File: config.mk
export PLATFORM = sky130hd
export DESIGN_NAME = ordered_value_list_table
export DESIGN_NICKNAME = d
export VERILOG_FILES = /design/src/hw/rtl/ovlt_pkg.sv /design/src/hw/rtl/ovlt_ram.sv /design/src/hw/rtl/ovlt_dp.sv /design/src/hw/rtl/ovlt_ctrl.sv /design/src/hw/rtl/ordered_value_list_table.sv
export VERILOG_INCLUDE_DIRS = /design/src /design/src/hw/rtl
export SDC_FILE = /design/constraint.sdc
export NUM_CORES = 1
export LEC_CHECK = 0
export BUFFER_PORTS_ARGS = -buffer_cell sky130_fd_sc_hd__buf_2
export CAP_MARGIN = 20
export CORE_MARGIN = 2
export CORE_UTILIZATION = 30
export CTS_CLUSTER_DIAMETER = 150
export DETAILED_ROUTE_END_ITERATION = 7
export MAX_ROUTING_LAYER = met4
export PLACE_DENSITY = 0.42
export SYNTH_ARGS = -nofsm -noshare
export SYNTH_HDL_FRONTEND = slang
export SYNTH_SLANG_ARGS = --single-unit
File: constraint.sdc
create_clock -name clk -period 11 [get_ports clk]
set_input_delay 2.75 -clock clk [delete_from_list [all_inputs] [get_ports clk]]
set_output_delay 2.75 -clock clk [all_outputs]
set_load 0.01 [all_outputs]
File: src/hw/rtl/ordered_value_list_table_macros.svh
// assertion macros shared by the ordered value list table rtl
// no dependencies; included by the modules that carry checks
`ifndef ORDERED_VALUE_LIST_TABLE_MACROS_SVH
`define ORDERED_VALUE_LIST_TABLE_MACROS_SVH

// condition must hold at every clock edge outside reset
`define OVLT_ASSERT_HOLD(name, ck, rst_n, cond, msg) \
	name: assert property (@(posedge ck) disable iff (!rst_n) (cond)) else $error(msg);

// antecedent implies consequent in the same cycle
`define OVLT_ASSERT_IMPLY(name, ck, rst_n, ante, cons, msg) \
	name: assert property (@(posedge ck) disable iff (!rst_n) (ante) |-> (cons)) \
		else $error(msg);

`endif

File: src/hw/rtl/ovlt_pkg.sv
`timescale 1ns / 1ps
// shared types and constants for the ordered value list table
// no dependencies; imported by controller, datapath and top level
package ovlt_pkg;

	localparam int DEPTH       = 16;
	localparam int AW          = $clog2(DEPTH);
	localparam int CW          = $clog2(DEPTH + 1);
	localparam int DATA_W      = 32;
	localparam int IN_TDATA_W  = 72;
	localparam int OUT_TDATA_W = 48;

	typedef enum logic [2:0] {
		CMD_APPEND  = 3'd0,
		CMD_FIND    = 3'd1,
		CMD_REPLACE = 3'd2,
		CMD_DELETE  = 3'd3,
		CMD_CLEAR   = 3'd4,
		CMD_READ    = 3'd5
	} cmd_t;

	typedef enum logic [1:0] {
		ST_OK        = 2'd0,
		ST_NOT_FOUND = 2'd1,
		ST_FULL      = 2'd2,
		ST_RANGE     = 2'd3
	} status_t;

	// controller to datapath commands
	typedef struct packed {
		logic load;
		logic res_zero;
		logic append;
		logic clear;
		logic scan_start;
		logic scan_step;
		logic hit;
		logic replace;
		logic miss;
		logic shift_start;
		logic shift_step;
		logic shift_end;
		logic read_issue;
		logic read_bad;
		logic read_capture;
		logic publish;
	} ctl_t;

	// datapath to controller status
	typedef struct packed {
		cmd_t cmd;
		logic full;
		logic idx_ok;
		logic hit;
		logic walk_end;
		logic out_free;
	} sts_t;

endpackage

File: src/hw/rtl/ovlt_ram.sv
`timescale 1ns / 1ps
// generic single write port, single read port ram with registered read
// no dependencies
module ovlt_ram #(
	parameter int DATA_W = 32,
	parameter int WORDS  = 16
) (
	input  logic                     clk,
	input  logic                     we,
	input  logic [$clog2(WORDS)-1:0] waddr,
	input  logic [DATA_W-1:0]        wdata,
	input  logic [$clog2(WORDS)-1:0] raddr,
	output logic [DATA_W-1:0]        rdata
);

	logic [DATA_W-1:0] mem_q [WORDS];
	logic [DATA_W-1:0] rdata_q;

	always_ff @(posedge clk) begin
		if (we) begin
			mem_q[waddr] <= wdata;
		end
		rdata_q <= mem_q[raddr];
	end

	assign rdata = rdata_q;

endmodule

File: src/hw/rtl/ovlt_dp.sv
`timescale 1ns / 1ps
// datapath: item registers, entry ram, walk pointer, result and output registers
// depends on ovlt_pkg, ovlt_ram and the assertion macro header
`include "ordered_value_list_table_macros.svh"
module ovlt_dp (
	input  logic                          clk,
	input  logic                          arst_n,
	input  ovlt_pkg::ctl_t                ctl,
	output ovlt_pkg::sts_t                sts,
	input  logic [2:0]                    in_cmd,
	input  logic [ovlt_pkg::DATA_W-1:0]   in_key,
	input  logic [ovlt_pkg::DATA_W-1:0]   in_new_value,
	input  logic [3:0]                    in_index,
	input  logic                          out_ready,
	output logic                          out_valid,
	output logic                          out_found,
	output logic [3:0]                    out_position,
	output logic [ovlt_pkg::DATA_W-1:0]   out_read_value,
	output logic [4:0]                    out_entry_count,
	output logic [1:0]                    out_status
);
	import ovlt_pkg::*;

	cmd_t              cmd_q;
	logic [DATA_W-1:0] key_q;
	logic [DATA_W-1:0] nv_q;
	logic [3:0]        idx_q;
	logic [CW-1:0]     count_q;
	logic [CW-1:0]     ptr_q;
	logic              pend_q;
	logic [AW-1:0]     pend_idx_q;
	logic              found_q;
	logic [AW-1:0]     pos_q;
	logic [DATA_W-1:0] rval_q;
	status_t           status_q;
	logic              out_valid_q;
	logic              out_found_q;
	logic [3:0]        out_position_q;
	logic [DATA_W-1:0] out_read_value_q;
	logic [4:0]        out_entry_count_q;
	logic [1:0]        out_status_q;

	logic              ptr_lt;
	logic              full;
	logic [CW+3:0]     idx_w;
	logic [CW+3:0]     cnt_w;
	logic [AW+3:0]     idx_x;
	logic [AW+3:0]     pos_x;
	logic [CW+4:0]     cnt_x;
	logic              we;
	logic [AW-1:0]     waddr;
	logic [DATA_W-1:0] wdata;
	logic [AW-1:0]     raddr;
	logic [DATA_W-1:0] rdata;
	logic              shift_wr;
	logic              pend_in_list;
	logic              shift_ok;

	assign ptr_lt   = ptr_q < count_q;
	assign full     = count_q == CW'(DEPTH);
	assign idx_w    = {{CW{1'b0}}, idx_q};
	assign cnt_w    = {4'b0000, count_q};
	assign idx_x    = {{AW{1'b0}}, idx_q};
	assign pos_x    = {4'b0000, pos_q};
	assign cnt_x    = {5'b00000, count_q};
	assign shift_wr = ctl.shift_step && pend_q;

	assign pend_in_list = CW'(pend_idx_q) < count_q;
	assign shift_ok     = pend_in_list && (pend_idx_q != '0);

	assign sts.cmd      = cmd_q;
	assign sts.full     = full;
	assign sts.idx_ok   = idx_w < cnt_w;
	assign sts.hit      = pend_q && (rdata == key_q);
	assign sts.walk_end = !pend_q && !ptr_lt;
	assign sts.out_free = !out_valid_q || out_ready;

	// one write a cycle: append at the tail, replace at the hit, or a shift down
	always_comb begin
		we    = 1'b0;
		waddr = count_q[AW-1:0];
		wdata = key_q;
		if (ctl.append && !full) begin
			we = 1'b1;
		end else if (ctl.hit && ctl.replace) begin
			we    = 1'b1;
			waddr = pend_idx_q;
			wdata = nv_q;
		end else if (shift_wr) begin
			we    = 1'b1;
			waddr = pend_idx_q - AW'(1);
			wdata = rdata;
		end
	end

	assign raddr = ctl.read_issue ? idx_x[AW-1:0] : ptr_q[AW-1:0];

	ovlt_ram #(
		.DATA_W(DATA_W),
		.WORDS (DEPTH)
	) u_ram (
		.clk  (clk),
		.we   (we),
		.waddr(waddr),
		.wdata(wdata),
		.raddr(raddr),
		.rdata(rdata)
	);

	always_ff @(posedge clk or negedge arst_n) begin
		if (!arst_n) begin
			count_q     <= '0;
			ptr_q       <= '0;
			pend_q      <= 1'b0;
			out_valid_q <= 1'b0;
		end else begin
			if (ctl.append && !full) begin
				count_q <= count_q + CW'(1);
			end else if (ctl.clear) begin
				count_q <= '0;
			end else if (ctl.shift_end) begin
				count_q <= count_q - CW'(1);
			end
			if (ctl.scan_start) begin
				ptr_q  <= '0;
				pend_q <= 1'b0;
			end else if (ctl.shift_start) begin
				ptr_q  <= CW'(pend_idx_q) + CW'(1);
				pend_q <= 1'b0;
			end else if (ctl.scan_step || ctl.shift_step) begin
				pend_q <= ptr_lt;
				if (ptr_lt) begin
					ptr_q <= ptr_q + CW'(1);
				end
			end
			if (ctl.publish) begin
				out_valid_q <= 1'b1;
			end else if (out_ready) begin
				out_valid_q <= 1'b0;
			end
		end
	end

	always_ff @(posedge clk) begin
		if (ctl.load) begin
			cmd_q <= cmd_t'(in_cmd);
			key_q <= in_key;
			nv_q  <= in_new_value;
			idx_q <= in_index;
		end
		if ((ctl.scan_step || ctl.shift_step) && ptr_lt) begin
			pend_idx_q <= ptr_q[AW-1:0];
		end
		if (ctl.res_zero) begin
			found_q <= 1'b0;
			pos_q   <= '0;
			rval_q  <= '0;
		end else if (ctl.hit) begin
			found_q <= 1'b1;
			pos_q   <= pend_idx_q;
		end else if (ctl.read_capture) begin
			found_q <= 1'b1;
			pos_q   <= idx_x[AW-1:0];
			rval_q  <= rdata;
		end
		// a zeroed result starts as ok unless the decode already knows better
		if (ctl.append && full) begin
			status_q <= ST_FULL;
		end else if (ctl.read_bad) begin
			status_q <= ST_RANGE;
		end else if (ctl.miss) begin
			status_q <= ST_NOT_FOUND;
		end else if (ctl.res_zero) begin
			status_q <= ST_OK;
		end
		if (ctl.publish) begin
			out_found_q       <= found_q;
			out_position_q    <= pos_x[3:0];
			out_read_value_q  <= rval_q;
			out_entry_count_q <= cnt_x[4:0];
			out_status_q      <= status_q;
		end
	end

	assign out_valid       = out_valid_q;
	assign out_found       = out_found_q;
	assign out_position    = out_position_q;
	assign out_read_value  = out_read_value_q;
	assign out_entry_count = out_entry_count_q;
	assign out_status      = out_status_q;

	`OVLT_ASSERT_HOLD(a_count_bound, clk, arst_n, count_q <= CW'(DEPTH), "count above depth")
	`OVLT_ASSERT_IMPLY(a_hit_in_list, clk, arst_n, ctl.hit, pend_in_list, "hit beyond count")
	`OVLT_ASSERT_IMPLY(a_shift_in_list, clk, arst_n, shift_wr, shift_ok, "shift outside list")
	`OVLT_ASSERT_IMPLY(a_publish_free, clk, arst_n, ctl.publish, sts.out_free, "result overwritten")

endmodule

File: src/hw/rtl/ovlt_ctrl.sv
`timescale 1ns / 1ps
// controller: one-hot state machine sequencing each command through the datapath
// depends on ovlt_pkg
module ovlt_ctrl (
	input  logic           clk,
	input  logic           arst_n,
	input  logic           in_valid,
	output logic           in_ready,
	input  ovlt_pkg::sts_t sts,
	output ovlt_pkg::ctl_t ctl
);
	import ovlt_pkg::*;

	typedef enum logic [5:0] {
		S_IDLE   = 6'b000001,
		S_DECODE = 6'b000010,
		S_SCAN   = 6'b000100,
		S_SHIFT  = 6'b001000,
		S_READ   = 6'b010000,
		S_DONE   = 6'b100000
	} state_t;

	state_t state_q;
	state_t state_d;

	assign in_ready = state_q == S_IDLE;

	always_comb begin
		ctl     = '0;
		state_d = state_q;
		case (state_q)
			S_IDLE: begin
				if (in_valid) begin
					ctl.load = 1'b1;
					state_d  = S_DECODE;
				end
			end
			S_DECODE: begin
				ctl.res_zero = 1'b1;
				case (sts.cmd)
					CMD_APPEND: begin
						ctl.append = 1'b1;
						state_d    = S_DONE;
					end
					CMD_CLEAR: begin
						ctl.clear = 1'b1;
						state_d   = S_DONE;
					end
					CMD_FIND, CMD_REPLACE, CMD_DELETE: begin
						ctl.scan_start = 1'b1;
						state_d        = S_SCAN;
					end
					CMD_READ: begin
						if (sts.idx_ok) begin
							ctl.read_issue = 1'b1;
							state_d        = S_READ;
						end else begin
							ctl.read_bad = 1'b1;
							state_d      = S_DONE;
						end
					end
					default: begin
						state_d = S_DONE;
					end
				endcase
			end
			S_SCAN: begin
				if (sts.hit) begin
					ctl.hit     = 1'b1;
					ctl.replace = sts.cmd == CMD_REPLACE;
					if (sts.cmd == CMD_DELETE) begin
						ctl.shift_start = 1'b1;
						state_d         = S_SHIFT;
					end else begin
						state_d = S_DONE;
					end
				end else if (sts.walk_end) begin
					ctl.miss = 1'b1;
					state_d  = S_DONE;
				end else begin
					ctl.scan_step = 1'b1;
				end
			end
			S_SHIFT: begin
				if (sts.walk_end) begin
					ctl.shift_end = 1'b1;
					state_d       = S_DONE;
				end else begin
					ctl.shift_step = 1'b1;
				end
			end
			S_READ: begin
				ctl.read_capture = 1'b1;
				state_d          = S_DONE;
			end
			S_DONE: begin
				if (sts.out_free) begin
					ctl.publish = 1'b1;
					state_d     = S_IDLE;
				end
			end
			default: begin
				state_d = S_IDLE;
			end
		endcase
	end

	always_ff @(posedge clk or negedge arst_n) begin
		if (!arst_n) begin
			state_q <= S_IDLE;
		end else begin
			state_q <= state_d;
		end
	end

endmodule

File: src/hw/rtl/ordered_value_list_table.sv
`timescale 1ns / 1ps
// top level of the ordered value list table: stream ports, field unpacking
// depends on ovlt_pkg, ovlt_ctrl and ovlt_dp
//
// a bounded list of up to DEPTH signed 32-bit values in insertion order, held in
// a single-port-read ram and walked one entry per clock. each command item gives
// exactly one result item. append, clear and unused command codes go from the
// decode state straight to the done state; read at index passes through a read
// state between them. find and replace walk the list to a match or its end;
// delete walks to the match, then shifts each later entry down one place.
// one item is worked on at a time; the finished result sits in an output register
// so the next item can be taken while the result waits for m_tready. there is no
// clearing pass after reset: entries are only read below the count, so the ram
// needs no initial contents.
module ordered_value_list_table (
	input  logic                                clk,
	input  logic                                arst_n,
	input  logic                                s_tvalid,
	output logic                                s_tready,
	// key [31:0], new_value [63:32], index [67:64], zero padding [71:68]
	input  logic [ovlt_pkg::IN_TDATA_W-1:0]     s_tdata,
	// cmd [2:0]
	input  logic [2:0]                          s_tuser,
	output logic                                m_tvalid,
	input  logic                                m_tready,
	// found [0], position [4:1], read_value [36:5], entry_count [41:37],
	// status [43:42], zero padding [47:44]
	output logic [ovlt_pkg::OUT_TDATA_W-1:0]    m_tdata
);
	import ovlt_pkg::*;

	ctl_t              ctl;
	sts_t              sts;
	logic              in_ready;
	logic              out_found;
	logic [3:0]        out_position;
	logic [DATA_W-1:0] out_read_value;
	logic [4:0]        out_entry_count;
	logic [1:0]        out_status;

	// the controller only takes an item while it sits idle
	ovlt_ctrl u_ctrl (
		.clk     (clk),
		.arst_n  (arst_n),
		.in_valid(s_tvalid),
		.in_ready(in_ready),
		.sts     (sts),
		.ctl     (ctl)
	);

	// item fields go straight into the datapath, captured on the load command
	ovlt_dp u_dp (
		.clk            (clk),
		.arst_n         (arst_n),
		.ctl            (ctl),
		.sts            (sts),
		.in_cmd         (s_tuser),
		.in_key         (s_tdata[31:0]),
		.in_new_value   (s_tdata[63:32]),
		.in_index       (s_tdata[67:64]),
		.out_ready      (m_tready),
		.out_valid      (m_tvalid),
		.out_found      (out_found),
		.out_position   (out_position),
		.out_read_value (out_read_value),
		.out_entry_count(out_entry_count),
		.out_status     (out_status)
	);

	assign s_tready = in_ready;

	// result item packed lowest field first
	assign m_tdata = {4'b0000, out_status, out_entry_count, out_read_value,
		out_position, out_found};

endmodule
======== Word level (Yosys, flattened, before mapping) ========
Memories as Yosys holds them, arrays and structs flattened. A register that Yosys moved wholly into a read port is not among the register bits.
Index checks and enable logic that the tools add are counted.
cells by class
  add/subtract/negate cells ............... 5
  $lt $le $gt $ge ......................... 2
  equal/unequal tests ..................... 15
  multiplexer cells ....................... 61
  bitwise operators ....................... 1
  reductions and logical operators ........ 26
operators by type and width
  kind                                                 count
  2-to-1 mux 32 bit                                    3
  2-to-1 mux 5 bit                                     8
  2-to-1 mux 6 bit                                     6
  one-hot mux 6 bit (6 select lines)                   1
  equality test 32 bit                                 1
  2-to-1 mux 1 bit                                     29
  2-to-1 mux 4 bit                                     7
  2-to-1 mux 2 bit                                     6
  one-hot mux 6 bit (2 select lines)                   1
  nonzero test 3 bit                                   4
  adder 5 x 1 -> 5 bit, second input constant          2
  logical AND 1 bit                                    7
  equality test 3 x 2 -> 1 bit, second input constant  2
  equality test 3 bit, second input constant           2
  equality test 6 x 1 -> 1 bit, second input constant  1
  equality test 6 x 2 -> 1 bit, second input constant  1
  equality test 6 x 3 -> 1 bit, second input constant  1
  equality test 6 x 4 -> 1 bit, second input constant  1
  equality test 6 x 5 -> 1 bit, second input constant  1
  equality test 6 bit, second input constant           1
  AND reduction 2 bit                                  3
  nonzero test 2 bit                                   3
  adder 4 x 1 -> 5 bit, second input constant          1
  equality test 5 bit, second input constant           1
  other kinds (12)                                     17
word-level totals
  bits in registers ....................... 176
  memory bits (writable) .................. 512
  bits of input ports ..................... 79
  output and inout port bits .............. 50
  logic and storage cells ................. 131
  memories ................................ 1
memories
  name              depth  bits a word  rd ports  clocked after memory_dff  write ports  RTL line        RTL
  u_dp.u_ram.mem_q  16     32           1         1                         1            ovlt_ram.sv:16  logic [DATA_W-1:0] mem_q [WORDS];

======== Depth between registers and ports, before layout ========
Gate-level depths: netlist (run 1).
  word-level depth ........................ 11
  gate-level depth with buffers ........... 14
  gate-level depth less buffers ........... 12

======== Hierarchy ========
Synthesis (run 1) repeated with hierarchy kept, for this count alone.
second synthesis, totals
  cells, all modules ...................... 1,477
  area, all modules ....................... 27,501.4 µm²
by module, submodules not included
  module                    times used  cells an instance  area an instance (µm²)  sequential area each (µm²)
  ovlt_ram                  1           838                19,854.0                16,015.4
  ovlt_dp                   1           579                7,128.1                 4,654.5
  ovlt_ctrl                 1           54                 478.0                   151.4
  ordered_value_list_table  1           6                  41.3                    0.0

======== Least setup slack after synthesis (run 1) ========
Ideal clock, no wire load.
  kind .................................... input to register
  start ................................... input m_tready
  end ..................................... register u_dp.out_entry_count_q[0], in the netlist u_dp.out_entry_count[0] (enable)
  setup time .............................. 451 ps
  data arrival time ....................... 4,860 ps
  data required time ...................... 10,549 ps
  path slack .............................. 5,690 ps
  cell stages on the path ................. 2
  path buffers ............................ 0
  path through ............................ nand2b_1 > nor2b_1
RTL lines
  element               RTL line                        RTL
  start, declared       ordered_value_list_table.sv:25  input logic m_tready,
  end signal, assigned  ovlt_dp.sv:180                  out_entry_count_q <= cnt_x[4:0];
  end, declared         ovlt_dp.sv:40                   logic [4:0] out_entry_count_q;

======== Final worst setup path (run 1) ========
  start ................................... register u_ctrl.state_q[2]
  end ..................................... register u_dp.u_ram.rdata_q[14], in the netlist u_dp.u_ram.rdata[14], read port of u_dp.u_ram.mem_q
between the ends
  longest elaborated chain between the ends .. 3
ends and longest elaborated chain
  element                       RTL line          RTL
  start, declared               ovlt_ctrl.sv:23   state_t state_q;
  start signal, assigned        ovlt_ctrl.sv:112  state_q <= state_d;
  equality test 6 x 2 -> 1 bit  ovlt_ctrl.sv:31   case (state_q)
  2-to-1 mux 2 bit              ovlt_ctrl.sv:31
  2-to-1 mux 4 bit              ovlt_dp.sv:96     assign raddr = ctl.read_issue ? idx_x[AW-1:0] : ptr_q[AW-1:0];
  end, declared                 ovlt_ram.sv:17    logic [DATA_W-1:0] rdata_q;
No other way between the ends.
A chain may end at the register's enable or synchronous reset.

==> summary.md, run 1 <==
| Metric | Value |
|---|---|
| Most used standard cell by instance count after synthesis | edfxtp_1 |
| Number of buffers created by CTS | 84 |
| Number of global-route vias before repair | 15779 |
| TritonCTS clock tree | built |
| Worst Max-Slew Pin Slew | between 1 and 1.5 ns |
| Start point of the worst hold path | u_dp.rval_q[26]$_SDFFE_PP0P_ |
| Ratio of routed vias to standard cells | between 4 and 5 |
| Share of the yosys chip area belonging to registers | 0.750 |
| Max Slew Vio Count | 0 |
| Synth warn | 0 |
| Worst path cell trace | or4_4, nor3b_4, buf_4, o311ai_4, inv_2, mux2i_4, buf_4, buf_4, mux2i_1, o22ai_1, or4_1 |
| Kind of cell adding the most delay to the critical path | buffers and inverters |
| Signed area change from the synthesized netlist to the final layout | 18.7% |
| Netlist area before placement | around 28000 sq um |
| Clock root buffer | clkbuf_16 |
| R2R Setup Slk | between 5 and 6 ns |
| Hold path cells | 0 |
| Cell Pwr Density | approximately 210 nW/um^2 |
| Total power | 6.90 mW |
| Run status | complete, no violations |
| Remaining DRCs | 0 |
| Final Hold Violating Endpoints | 0 |
| Clock insertion delay at the later pin of the skew report | 0.63 ns |
| Diodes inserted | 0 |
| Crit path kind | reg -> reg |
| Worst path buffer plus inverter count | 4 |
| Crit start category | register |
| Register bit count reported by yosys | 720 |
| Maximum Capacitance Violations | 0 |
| Clock Skews | 0.0247 ns |
| Die Footprint | about 95000 sq um |
| Number of instances in the synthesized netlist | 1718 |
| Unrepaired setup endpoints after global routing | no |
| Number of core rows | 111 |
| Post-synth ARST share | 0.0250 |
| Leakage dissipation | 12.7 nW |
| Core Area | 91700 sq um |
| Nature of the critical path endpoint | register |
| Register area | 20800 sq um |
| Most common library cells after synthesis | 631 x edfxtp_1, 290 x mux2i_1, 129 x o22ai_1, 125 x nand2_1, 71 x dfxtp_1 |
| Share of the synthesized area in the top cell type | 0.683 |
| Clock transition at path regs | 0.06 ns |
| Post-detailed-route wirelength per cell | between 20 and 25 um |
| Total wire length after detailed routing | slightly below 80000 um |
| Placed Instances | about 3000 |
| Most frequently used flop master after synthesis | edfxtp_1 |
| Fmax | approximately 0.18 GHz |
| Fraction of layout instances using a drive strength above 1 | 0.179 |
| First-pass iteration count of the detailed router | 5 |
| Filler cells | 8740 |
| Clock period minus worst slack | 5.65 ns |
| WP data arrival | 6.12 ns |
| Hold/Removal Path Class | reg -> reg |
| CTS-repair resized insts | 0 |
| Hold Path End | u_dp.out_read_value[26]$_DFFE_PP_ |
| Antenna violations before repair | 2 |
| Initial Utilization | 0.303 |
| DIE HEIGHT | between 300 and 400 um |
| Worst-case vdd ir drop | 101 uV |
| First-pass GRT wire length | 112000 um |
| Launching point of the worst reg2reg path | u_ctrl.state_q[2]$_DFFE_PN0P_ |
| Top cells by area, synth | edfxtp_1 68%, mux2i_1 10%, dfxtp_1 5.1% |
| Multi-input gate area | 6760 sq um |
| Number of standard cells in the layout, taps in and fillers out | ~3200 |
| Max_slew headroom | 0.192 |
| Aggregate global routing overflow | 0 |
| Final weighted congestion in routability-driven placement | 0.792 |
| Via count | 15507 |
| CP max stage delay | 0.87 ns |
| H-tree depth reported by CTS | 3 |
| Synth cell types | 59 |
| Hold buffer count at CTS | 0 |
| R2r worst-path depth | 11 |
| Number of DRC markers in iteration 0 | 1236 |
| Critical path's slowest cell | buf_4 |
| Total setup buffers inserted after CTS | 0 |
| Maximum count of clock buffers along a single path | 3 |
| Period utilisation layout | 0.513 |
| Total setup violations reported at the end of the flow | 0 |
| Largest area contributor in the netlist | edfxtp_1 |
| Number of enable-type register cells in the synthesized netlist | 631 |
| Number of clock sinks | 720 |
| Input/output buffers | 120 |
| Largest net degree at the start of global routing | 57 |
| DP Wirelength | 41800 um |
| Global router's overall resource usage | 0.169 |
| Number of nets at the end of the flow | ~2000 |
| Count of antenna-violating nets left after detailed routing | 0 |
| Die outline width | 308 um |
| Most common cell on crit path | buf_4 |
| R2r endpoint | u_dp.u_ram.rdata[14]$_DFF_P_ |
| Maximum net fanout on the critical path | 55 |
| Data required time at the worst endpoint | approximately 11 ns |
| Post-Route Setup TNS | 0 ns |
| Synthesized area per cell | 16.1 sq um |
| Top-level port count | 129 |
## per-stage QoR
step	cell area (sq um)	worst slack [ns]	hold slack, ns	utilization
finish	32900	5.35	0.430	0.359
global route	32900	5.05	0.442	0.359
CTS	32900	5.25	0.432	0.359
detailed placement	30200	5.27	0.419	0.330
global placement	30200	5.32	0.416	0.330
floorplan	27800	5.69	0.408	-
## layout by cell type, fill, tap and decap left out, types with 18 or more instances in the layout
| cell | Yosys | final |
|---|---|---|
| a21oi_1 | 48 | 48 |
| buf_2 | 27 | 120 |
| edfxtp_1 | 631 | 631 |
| clkbuf_1 | 53 | 18 |
| or4_1 | 36 | 36 |
| clkbuf_16 | 0 | 86 |
| xnor2_1 | 38 | 38 |
| buf_4 | 5 | 69 |
| o22ai_1 | 129 | 129 |
| nand2_1 | 125 | 125 |
| dfxtp_1 | 71 | 71 |
| o21ai_0 | 49 | 48 |
| mux2i_1 | 290 | 289 |
| nor2_1 | 22 | 21 |
| clkinv_2 | 0 | 18 |
## layout make-up
cell class,count,share of cell area
multi-input combinational,894,0.205
clock buffer,112,0.0707
tap,1186,0.0451
inverter,14,0.00160
timing repair buffer,191,0.0347
sequential,720,0.632
clock inverter,42,0.0103
## cells by family (layout without fill, tap and decap cells)
logic type                 after synthesis  in the layout  synth area share
AOI/OAI and AO/OA                      271            271            0.0598
xor gates and xnor gates                40             40            0.0126
adders and majority gates               11             11           0.00496
buffers and inverters                  107            359            0.0164
DFF                                    720            720             0.750
muxes                                  290            290             0.105
other                                    1              4          0.000135
and+or+nand+nor                        278            278            0.0510
## where the power goes
part	internal [mW]	leakage [nW]	switching (mW)
clock network	1.58	1.32	1.09
registers	3.24	6.53	0.152
logic	0.272	4.85	0.559
total	5.10	12.7	1.80
## how the worst max path moves through the flow
stage                                              from  cells after the start                                 to
after floorplan                                m_tready                      2  u_dp.out_entry_count[0]$_DFFE_PP_
after global placement      u_dp.count_q[3]$_DFFE_PN0P_                     11       u_dp.u_ram.rdata[16]$_DFF_P_
after detailed placement    u_dp.count_q[1]$_DFFE_PN0P_                     11       u_dp.u_ram.rdata[16]$_DFF_P_
after CTS                   u_dp.count_q[1]$_DFFE_PN0P_                     11       u_dp.u_ram.rdata[16]$_DFF_P_
after global routing      u_ctrl.state_q[2]$_DFFE_PN0P_                     11        u_dp.u_ram.rdata[8]$_DFF_P_
final                     u_ctrl.state_q[2]$_DFFE_PN0P_                     11       u_dp.u_ram.rdata[14]$_DFF_P_
## state kept, by name (all words and copies together) (netlist names), 5 cells and up
| name | cells |
|---|---|
| u_dp.count_q | 5 |
| u_dp.nv_q | 32 |
| u_dp.out_entry_count | 5 |
| u_dp.out_read_value | 32 |
| u_ctrl.state_q | 6 |
| u_dp.u_ram.mem_q | 512 |
| u_dp.ptr_q | 5 |
| u_dp.key_q | 32 |
| u_dp.rval_q | 32 |
| u_dp.u_ram.rdata | 32 |
## metal layers
layer	vias to the layer above	global-route usage	wire length [um]
li1	7121	-	-
met1	7936	0.225	35400
met2	344	0.274	37800
met3	106	0.0253	3650
met4	0	0.0391	1410
met5	-	-	0
Note: power is estimated with default switching activity, not from simulation.
==> inputs of run 2 (changes only) <==
--- a/config.mk
+++ b/config.mk
@@ -6,6 +6,7 @@
 export SDC_FILE = /design/constraint.sdc
 export NUM_CORES = 1
 export LEC_CHECK = 0
+export ABC_AREA = 1
 export BUFFER_PORTS_ARGS = -buffer_cell sky130_fd_sc_hd__buf_2
 export CAP_MARGIN = 20
 export CORE_MARGIN = 2
==> constraint.sdc (replaced) <==
create_clock -name clk -period 5.2 [get_ports clk]
set_input_delay 1.3 -clock clk [delete_from_list [all_inputs] [get_ports clk]]
set_output_delay 1.3 -clock clk [all_outputs]
set_load 0.01 [all_outputs]
==> run 2 against run 1 <==
Fmax increased by 39%. Count of clock-buffer cells in the layout increased by 2. Combinational power increased to 3.7 times the previous value. Die area increased by 8.0%. Sequential power increased by 110%. Global-route usage decreased by 0.33 points. Critical path type unchanged. Largest power group unchanged.
==> summary.md, run 2 <==
| Metric | Value |
|---|---|
| Run status | complete, no violations |
| Hold/Removal Path Class | reg -> reg |
| Ratio of routed vias to standard cells | 4.72 (-3.8%) |
| Synthesized area per cell | 11.5 sq um (-29%) |
| Worst-case vdd ir drop | 273 uV (+170%) |
| Data required time at the worst endpoint | 5.49 ns (-5.98 ns) |
| Area share of fa/ha/maj cells after synthesis | 0.00459 (-0.000371) |
| Leakage dissipation | 13.7 nW (+8.1%) |
| Final WS setup | 1.12 ns (-4.23 ns) |
| Number of nets at the end of the flow | 2835 (+42%) |
| Launching point of the worst reg2reg path | u_dp.key_q[6]$_DFFE_PP_ |
| Unrepaired setup endpoints after global routing | no |
| Signed area change from the synthesized netlist to the final layout | 16.5% |
| H-tree depth reported by CTS | 3 (unchanged) |
| Crit start category | register |
| TritonCTS clock tree | built |
| Clock insertion delay at the later pin of the skew report | 0.62 ns (about the same) |
| DP Wirelength | 47400 um (+13%) |
| Post-Route Setup TNS | 0 ns (unchanged) |
| Met1 track utilization from global routing | 0.217 (-0.00779) |
| Crit path kind | reg -> reg |
| Largest reg by FF count | u_dp.u_ram.mem_q |
| Commonest cells after routing, fill and taps aside | 631 x edfxtp_1, 532 x nand2_1, 399 x inv_1 |
| Clock transition at path regs | 0.06 ns (about the same) |
| Top-level port count | 129 (unchanged) |
| Count of antenna-violating nets left after detailed routing | 0 (unchanged) |
| R2r endpoint | u_dp.u_ram.mem_q[3][23]$_DFFE_PP_ |
| Total setup buffers inserted after CTS | 0 (unchanged) |
| Start point of the worst hold path | u_dp.rval_q[11]$_SDFFE_PP0P_ |
| Maximum Capacitance Violations | 0 (unchanged) |
| Final Hold Violating Endpoints | 0 (unchanged) |
| Aggregate global routing overflow | 0 (unchanged) |
| Number of instances in the synthesized netlist | 2610 (+52%) |
| Period utilisation layout | 0.784 (+0.271) |
| Met3 usage in global routing | 0.0204 (-0.00489) |
| Fmax | 0.245 GHz (+39%) |
| Number of core rows | 115 (+3.6%) |
| Global-route met2 utilization | 0.270 (-0.00422) |
| Netlist area before placement | 30000 sq um (+8.1%) |
| Cell Pwr Density | 448 nW/um^2 (+110%) |
| Synth cell types | 39 (-34%) |
| Share of the synthesized area in the top cell type | 0.632 (-0.0511) |
| Hold buffer count at CTS | 0 (unchanged) |
| Mux cell area share after synthesis | 0 (-0.105) |
| Antenna violations before repair | 3 (+1) |
| Remaining DRCs | 0 (unchanged) |
| Worst Max-Slew Pin Slew | 1.11 ns (-0.106 ns) |
| Maximum count of clock buffers along a single path | 3 (unchanged) |
| Post-synth ARST share | 0.0250 (unchanged) |
| Maximum net fanout on the critical path | 12 (-78%) |
| Hold path cells | 0 (unchanged) |
| Max_slew headroom | 0.257 (+0.0655) |
| Largest area contributor in the netlist | edfxtp_1 |
| Number of buffers created by CTS | 80 (-4.8%) |
| Most used standard cell by instance count after synthesis | edfxtp_1 |
| Initial Utilization | 0.304 (+0.00115) |
| Clock Skews | 0.0179 ns (-0.00676 ns) |
| First-pass GRT wire length | 122000 um (+9.2%) |
| Cell area reported after detailed placement | 32300 sq um (+6.8%) |
| Largest net degree at the start of global routing | 134 (+140%) |
| Layout Utilization | 0.354 (-0.00524) |
| Layout Cell Area excl Fill | 34900 sq um (+6.1%) |
| Number of enable-type register cells in the synthesized netlist | 631 (unchanged) |
| Share of the yosys chip area belonging to registers | 0.694 (-0.0562) |
| Die outline width | 320 um (+3.9%) |
| Max FFs per register | 512 (unchanged) |
| Area share of xor/xnor cells in the synthesized design | 0.00350 (-0.00912) |
| Filler cells | 9630 (+10%) |
| Number of standard cells in the layout, taps in and fillers out | 4101 (+30%) |
| Number of clock sinks | 720 (unchanged) |
| Post-detailed-route wirelength per cell | 20.2 um (-18%) |
| Most common cell after layout, fill and taps aside | edfxtp_1 |
| Via count | 19369 (+25%) |
| Most common library cells after synthesis | 631 x edfxtp_1, 533 x nand2_1, 400 x inv_1, 288 x o211ai_1, 227 x nand3_1 |
| Most frequently used flop master after synthesis | edfxtp_1 |
| Final weighted congestion in routability-driven placement | 0.933 (+18%) |
| CTS-repair resized insts | 0 (unchanged) |
| Register bit count reported by yosys | 720 (unchanged) |
| Number of DRC markers in iteration 0 | 1483 (+20%) |
| Hold Path End | u_dp.out_read_value[11]$_DFFE_PP_ |
| Die Footprint | 103000 sq um (+8.0%) |
| Placed Instances | 3939 (+31%) |
| Number of global-route vias before repair | 18628 (+18%) |
| Input/output buffers | 120 (unchanged) |
| Nature of the critical path endpoint | register |
| Simple logic cell fraction of the synthesized area | 0.126 (+0.0749) |
| Total wire length after detailed routing | 83000 um (+6.2%) |
| Post-placement worst setup slack | 1.07 ns (-4.19 ns) |
| Compound-gate portion of the synthesized area | 0.0970 (+0.0372) |
| Clock root buffer | clkbuf_16 |
| Top cells by area, synth | edfxtp_1 63%, o211ai_1 7.2%, nand2_1 6.7% |
| Core Area | 98700 sq um (+7.7%) |
| First-pass iteration count of the detailed router | 5 (unchanged) |
| Layer with the highest usage after global routing | met2 |
| Max Slew Vio Count | 0 (unchanged) |
| WP data arrival | 4.37 ns (-1.75 ns) |
| Clock period minus worst slack | 4.08 ns (-1.57 ns) |
| DIE HEIGHT | 320 um (+3.9%) |
| Global router's overall resource usage | 0.166 (-0.00333) |
| Total setup violations reported at the end of the flow | 0 (unchanged) |
| R2r worst-path depth | 12 (+1) |
| R2R Setup Slk | 1.12 ns (-4.23 ns) |
| Hold Slack | 0.426 ns (-0.00399 ns) |
| Total power | 15.7 mW (+130%) |
| Fraction of layout instances using a drive strength above 1 | 0.118 (-0.0612) |
| Synth warn | 0 (unchanged) |
| Dominant combinational cell family by area after synthesis | simple AND/OR/NAND/NOR gates |
-- run 2: worst max-delay path, cell delays in order (launching register included) --
cell,delay (ns)
edfxtp_1,0.42
xnor2_1,0.51
nand2_1,0.11
nor2_1,0.13
nand2_1,0.07
nor2_1,0.25
nand2_1,0.10
nor2_1,0.16
nand3_1,0.25
o21ai_0,0.47
nand2_1,0.35
nor2_4,0.53
buf_4,0.37
-- run 2: area by class of cell --
cell class              instances  area, sq um  share of cell area
flip-flops and latches        720        20800               0.596
well taps                    1287         1610              0.0461
diodes                          2         5.00            0.000143
multi-input cells            1355         7130               0.204
repair buffers                184         1310              0.0375
clock buffers                 114         2280              0.0654
inverters                     404         1520              0.0436
clock inverters                35          258             0.00738
-- run 2: how the worst max path moves through the flow --
stage / from / end / slack (ns) / cells past startpoint
floorplan: s_tvalid / u_dp.cmd_q[0]$_DFFE_PP_ / 0.40 / 2
global placement: u_dp.key_q[6]$_DFFE_PP_ / u_dp.u_ram.mem_q[2][13]$_DFFE_PP_ / 1.08 / 12
detailed placement: u_dp.key_q[6]$_DFFE_PP_ / u_dp.u_ram.mem_q[2][13]$_DFFE_PP_ / 1.07 / 12
CTS: u_dp.key_q[6]$_DFFE_PP_ / u_dp.u_ram.mem_q[2][23]$_DFFE_PP_ / 1.05 / 12
global route: u_dp.key_q[6]$_DFFE_PP_ / u_dp.u_ram.mem_q[3][23]$_DFFE_PP_ / 0.82 / 12
finish: u_dp.key_q[6]$_DFFE_PP_ / u_dp.u_ram.mem_q[3][23]$_DFFE_PP_ / 1.12 / 12
-- run 2: kinds of logic (layout without fill, tap and decap cells) --
group / Yosys count / in the layout
fa+ha+maj: 11 / 11
compound gates: 428 / 428
flops: 720 / 720
other cells: 1 / 6
xor+xnor: 12 / 12
simple gates: 900 / 900
buf+inv: 538 / 737
-- run 2: layer usage --
metal  up-vias  share of wire  wire length [um]
met1      9451           0.46             38300
met2       419           0.48             39400
li1       9375              -                 -
met3       124          0.039              3210
met5         -              0                 0
met4         0          0.025              2040
-- run 2: report_power, final --
part / internal (mW) / switching, mW
sequential: 6.92 / 0.228
clock: 3.21 / 2.27
combinational: 0.856 / 2.18
==> inputs of run 3 (changes only) <==
--- a/config.mk
+++ b/config.mk
@@ -14,7 +14,7 @@
 export CTS_CLUSTER_DIAMETER = 150
 export DETAILED_ROUTE_END_ITERATION = 7
 export MAX_ROUTING_LAYER = met4
-export PLACE_DENSITY = 0.42
+export PLACE_DENSITY = 0.43
 export SYNTH_ARGS = -nofsm -noshare
 export SYNTH_HDL_FRONTEND = slang
 export SYNTH_SLANG_ARGS = --single-unit
==> constraint.sdc (replaced) <==
create_clock -name clk -period 3.3 [get_ports clk]
set_input_delay 0.825 -clock clk [delete_from_list [all_inputs] [get_ports clk]]
set_output_delay 0.825 -clock clk [all_outputs]
set_load 0.01 [all_outputs]
==> run 3 against run 2 <==
Sequential power is 57% higher. Die area stayed put. Combinational power is 80% higher. Sequential share of layout area is 2.0 points lower. Core utilization is 1.2 points higher. Count of clock-buffer cells in the layout is 9 lower. Routed wire length is 1.4% higher. Highest routed layer unchanged.
==> summary.md, run 3 (synthesis gave the netlist of run 2 again) <==
| Metric | Value |
|---|---|
| Run status | complete, no violations |
| Largest reg by FF count | u_dp.u_ram.mem_q |
| CP max stage delay | 0.39 ns (-0.14 ns) |
| Maximum Capacitance Violations | 0 (unchanged) |
| Via count | 19807 (+2.3%) |
| Clock insertion delay at the later pin of the skew report | 0.63 ns (about the same) |
| DIE HEIGHT | 320 um (unchanged) |
| Worst path cell trace | inv_2, nor2_1, nor2_1, nand2_1, nor2_1, nand2_1, nor2_2, nand2_1, nor2_1, nand3_1, buf_4, o21ai_2, buf_4, nand2_1, buf_4, nor2_4, buf_12 |
| Part of the total power dissipated in sequential elements | 0.446 (-0.010) |
| Fmax | 0.319 GHz (+30%) |
| Hold/Removal Path Class | in -> async |
| Post-Route Setup TNS | 0 ns (unchanged) |
| Maximum count of clock buffers along a single path | 3 (unchanged) |
| Cell area reported after detailed placement | 33600 sq um (+4.1%) |
| Most common cell after layout, fill and taps aside | edfxtp_1 |
| Number of clock sinks | 720 (unchanged) |
| Remaining DRCs | 0 (unchanged) |
| Clock root buffer | clkbuf_16 |
| Global router's overall resource usage | 0.170 (+0.00406) |
| Total setup violations reported at the end of the flow | 0 (unchanged) |
| Critical path's slowest cell | edfxtp_1 |
| Switching power | 7.60 mW (+62%) |
| First-pass GRT wire length | 126000 um (+3.2%) |
| Number of nets at the end of the flow | 2941 (+3.7%) |
| Cell Pwr Density | 697 nW/um^2 (+56%) |
| Count of antenna-violating nets left after detailed routing | 0 (unchanged) |
| Number of core rows | 115 (unchanged) |
| Top-level port count | 129 (unchanged) |
| Post-placement worst setup slack | -0.165 ns (-1.24 ns) |
| Max Slew Vio Count | 0 (unchanged) |
| DP Wirelength | 54500 um (+15%) |
| Layout Cell Area excl Fill | 36100 sq um (+3.4%) |
| Max FFs per register | 512 (unchanged) |
| Data required time at the worst endpoint | 3.60 ns (-1.89 ns) |
| Final weighted congestion in routability-driven placement | 0.925 (-0.89%) |
| Total wire length after detailed routing | 84200 um (+1.4%) |
| Power share of the clock group | 0.337 (-0.013) |
| Final WS setup | 0.163 ns (-0.959 ns) |
| Worst Max-Slew Pin Slew | 1.13 ns (+0.0229 ns) |
| Die Footprint | 103000 sq um (unchanged) |
| Aggregate global routing overflow | 0 (unchanged) |
| Layout Utilization | 0.366 (+0.0121) |
| Largest net degree at the start of global routing | 67 (-50%) |
| Clock transition at path regs | 0.06 ns (about the same) |
| TritonCTS clock tree | built |
| H-tree depth reported by CTS | 3 (unchanged) |
| Hold Slack | 0.155 ns (-0.272 ns) |
| Number of standard cells in the layout, taps in and fillers out | 4202 (+2.5%) |
| Post-detailed-route wirelength per cell | 20.0 um (-1.0%) |
| Leakage dissipation | 14.4 nW (+4.6%) |
| Worst path buffer plus inverter count | 5 (+4) |
| Die outline width | 320 um (unchanged) |
| Crit path kind | reg -> reg |
| Max_slew headroom | 0.242 (-0.0153) |
| Final Hold Violating Endpoints | 0 (unchanged) |
| Number of DRC markers in iteration 0 | 1374 (-7.3%) |
| Total setup buffers inserted after CTS | 0 (unchanged) |
| Comb power frac | 0.217 (+0.023) |
| Core Area | 98700 sq um (unchanged) |
| Nature of the critical path endpoint | register |
| Commonest cells after routing, fill and taps aside | 631 x edfxtp_1, 531 x nand2_1, 399 x inv_1 |
| WP data arrival | 3.44 ns (-0.93 ns) |
| Number of global-route vias before repair | 19373 (+4.0%) |
| Crit start category | register |
| Worst-case vdd ir drop | 401 uV (+47%) |
| Signed area change from the synthesized netlist to the final layout | 20.5% |
| Ratio of routed vias to standard cells | 4.71 (-0.20%) |
| Period utilisation layout | 0.951 (+0.166) |
| Clock Skews | 0.0205 ns (+0.00257 ns) |
| Kind of cell adding the most delay to the critical path | simple AND/OR/NAND/NOR gates |
| Number of buffers created by CTS | 80 (unchanged) |
| Initial Utilization | 0.304 (unchanged) |
| Maximum net fanout on the critical path | 23 (+11) |
| Clock period minus worst slack | 3.14 ns (-0.941 ns) |
| Hold buffer count at CTS | 0 (unchanged) |
| Fraction of power spent switching nets | 0.302 (+0.00277) |
| Total power | 25.2 mW (+61%) |
| Input/output buffers | 120 (unchanged) |
| Fraction of layout instances using a drive strength above 1 | 0.154 (+0.0367) |
| Antenna violations before repair | 2 (-1) |
| Unrepaired setup endpoints after global routing | no |
| First-pass iteration count of the detailed router | 5 (unchanged) |
| Placed Instances | 4056 (+3.0%) |
| Filler cells | 9656 (+0.27%) |
| Cell Int Power | 17.6 mW (+60%) |
| CTS-repair resized insts | 6 (+6) |
-- run 3: cell count changes in the layout (fill, tap and decap cells not counted), sizes merged --
cell,change
buf,+109
inv,+2
diode,-1
clkinv,+3
clkbuf,-12
-- run 3: power by group through the flow --
stage / clock (mW) / combinational, mW / sequential [mW]
after detailed placement: 0 / 5.50 / 11.4
after global routing: 9.11 / 6.10 / 11.3
final: 8.50 / 5.47 / 11.2
after global placement: 0 / 5.45 / 11.4
after CTS: 8.77 / 5.53 / 11.2
after floorplan: 0 / 3.14 / 11.3
-- run 3: worst paths after layout --
check	from	endpoint	slack (ns)	depth (start not counted)
setup / recovery	u_dp.key_q[8]$_DFFE_PP_	u_dp.u_ram.mem_q[6][11]$_DFFE_PP_	0.16	17
hold / removal	arst_n	u_dp.count_q[2]$_DFFE_PN0P_	0.15	1
setup reg to reg	u_dp.key_q[8]$_DFFE_PP_	u_dp.u_ram.mem_q[6][11]$_DFFE_PP_	0.16	17
hold reg to reg	u_dp.rval_q[15]$_SDFFE_PP0P_	u_dp.out_read_value[15]$_DFFE_PP_	0.43	0
max in group asynchronous	arst_n	u_ctrl.state_q[0]$_DFFE_PN1P_	2.79	1
min in group clk	s_tdata[57]	u_dp.nv_q[25]$_DFFE_PP_	0.37	1
-- run 3: routing by layer --
| layer | global-route usage | wire length (um) | up-vias |
|---|---|---|---|
| met5 | - | 0 | - |
| met1 | 0.221 | 38200 | 9646 |
| met2 | 0.276 | 40100 | 452 |
| met4 | 0.0522 | 2290 | 0 |
| met3 | 0.0230 | 3590 | 130 |
| li1 | - | - | 9579 |
-- run 3: cell type report --
type / instances / area [sq um] / share of cell area
clock inverter: 40 / 287 / 0.00793
sequential: 720 / 20800 / 0.576
clock buffer: 105 / 2190 / 0.0606
multi-input combinational: 1355 / 7150 / 0.198
timing repair buffer: 290 / 2550 / 0.0707
antenna: 1 / 2.50 / 0.0000692
tap: 1287 / 1610 / 0.0446
inverter: 404 / 1520 / 0.0420
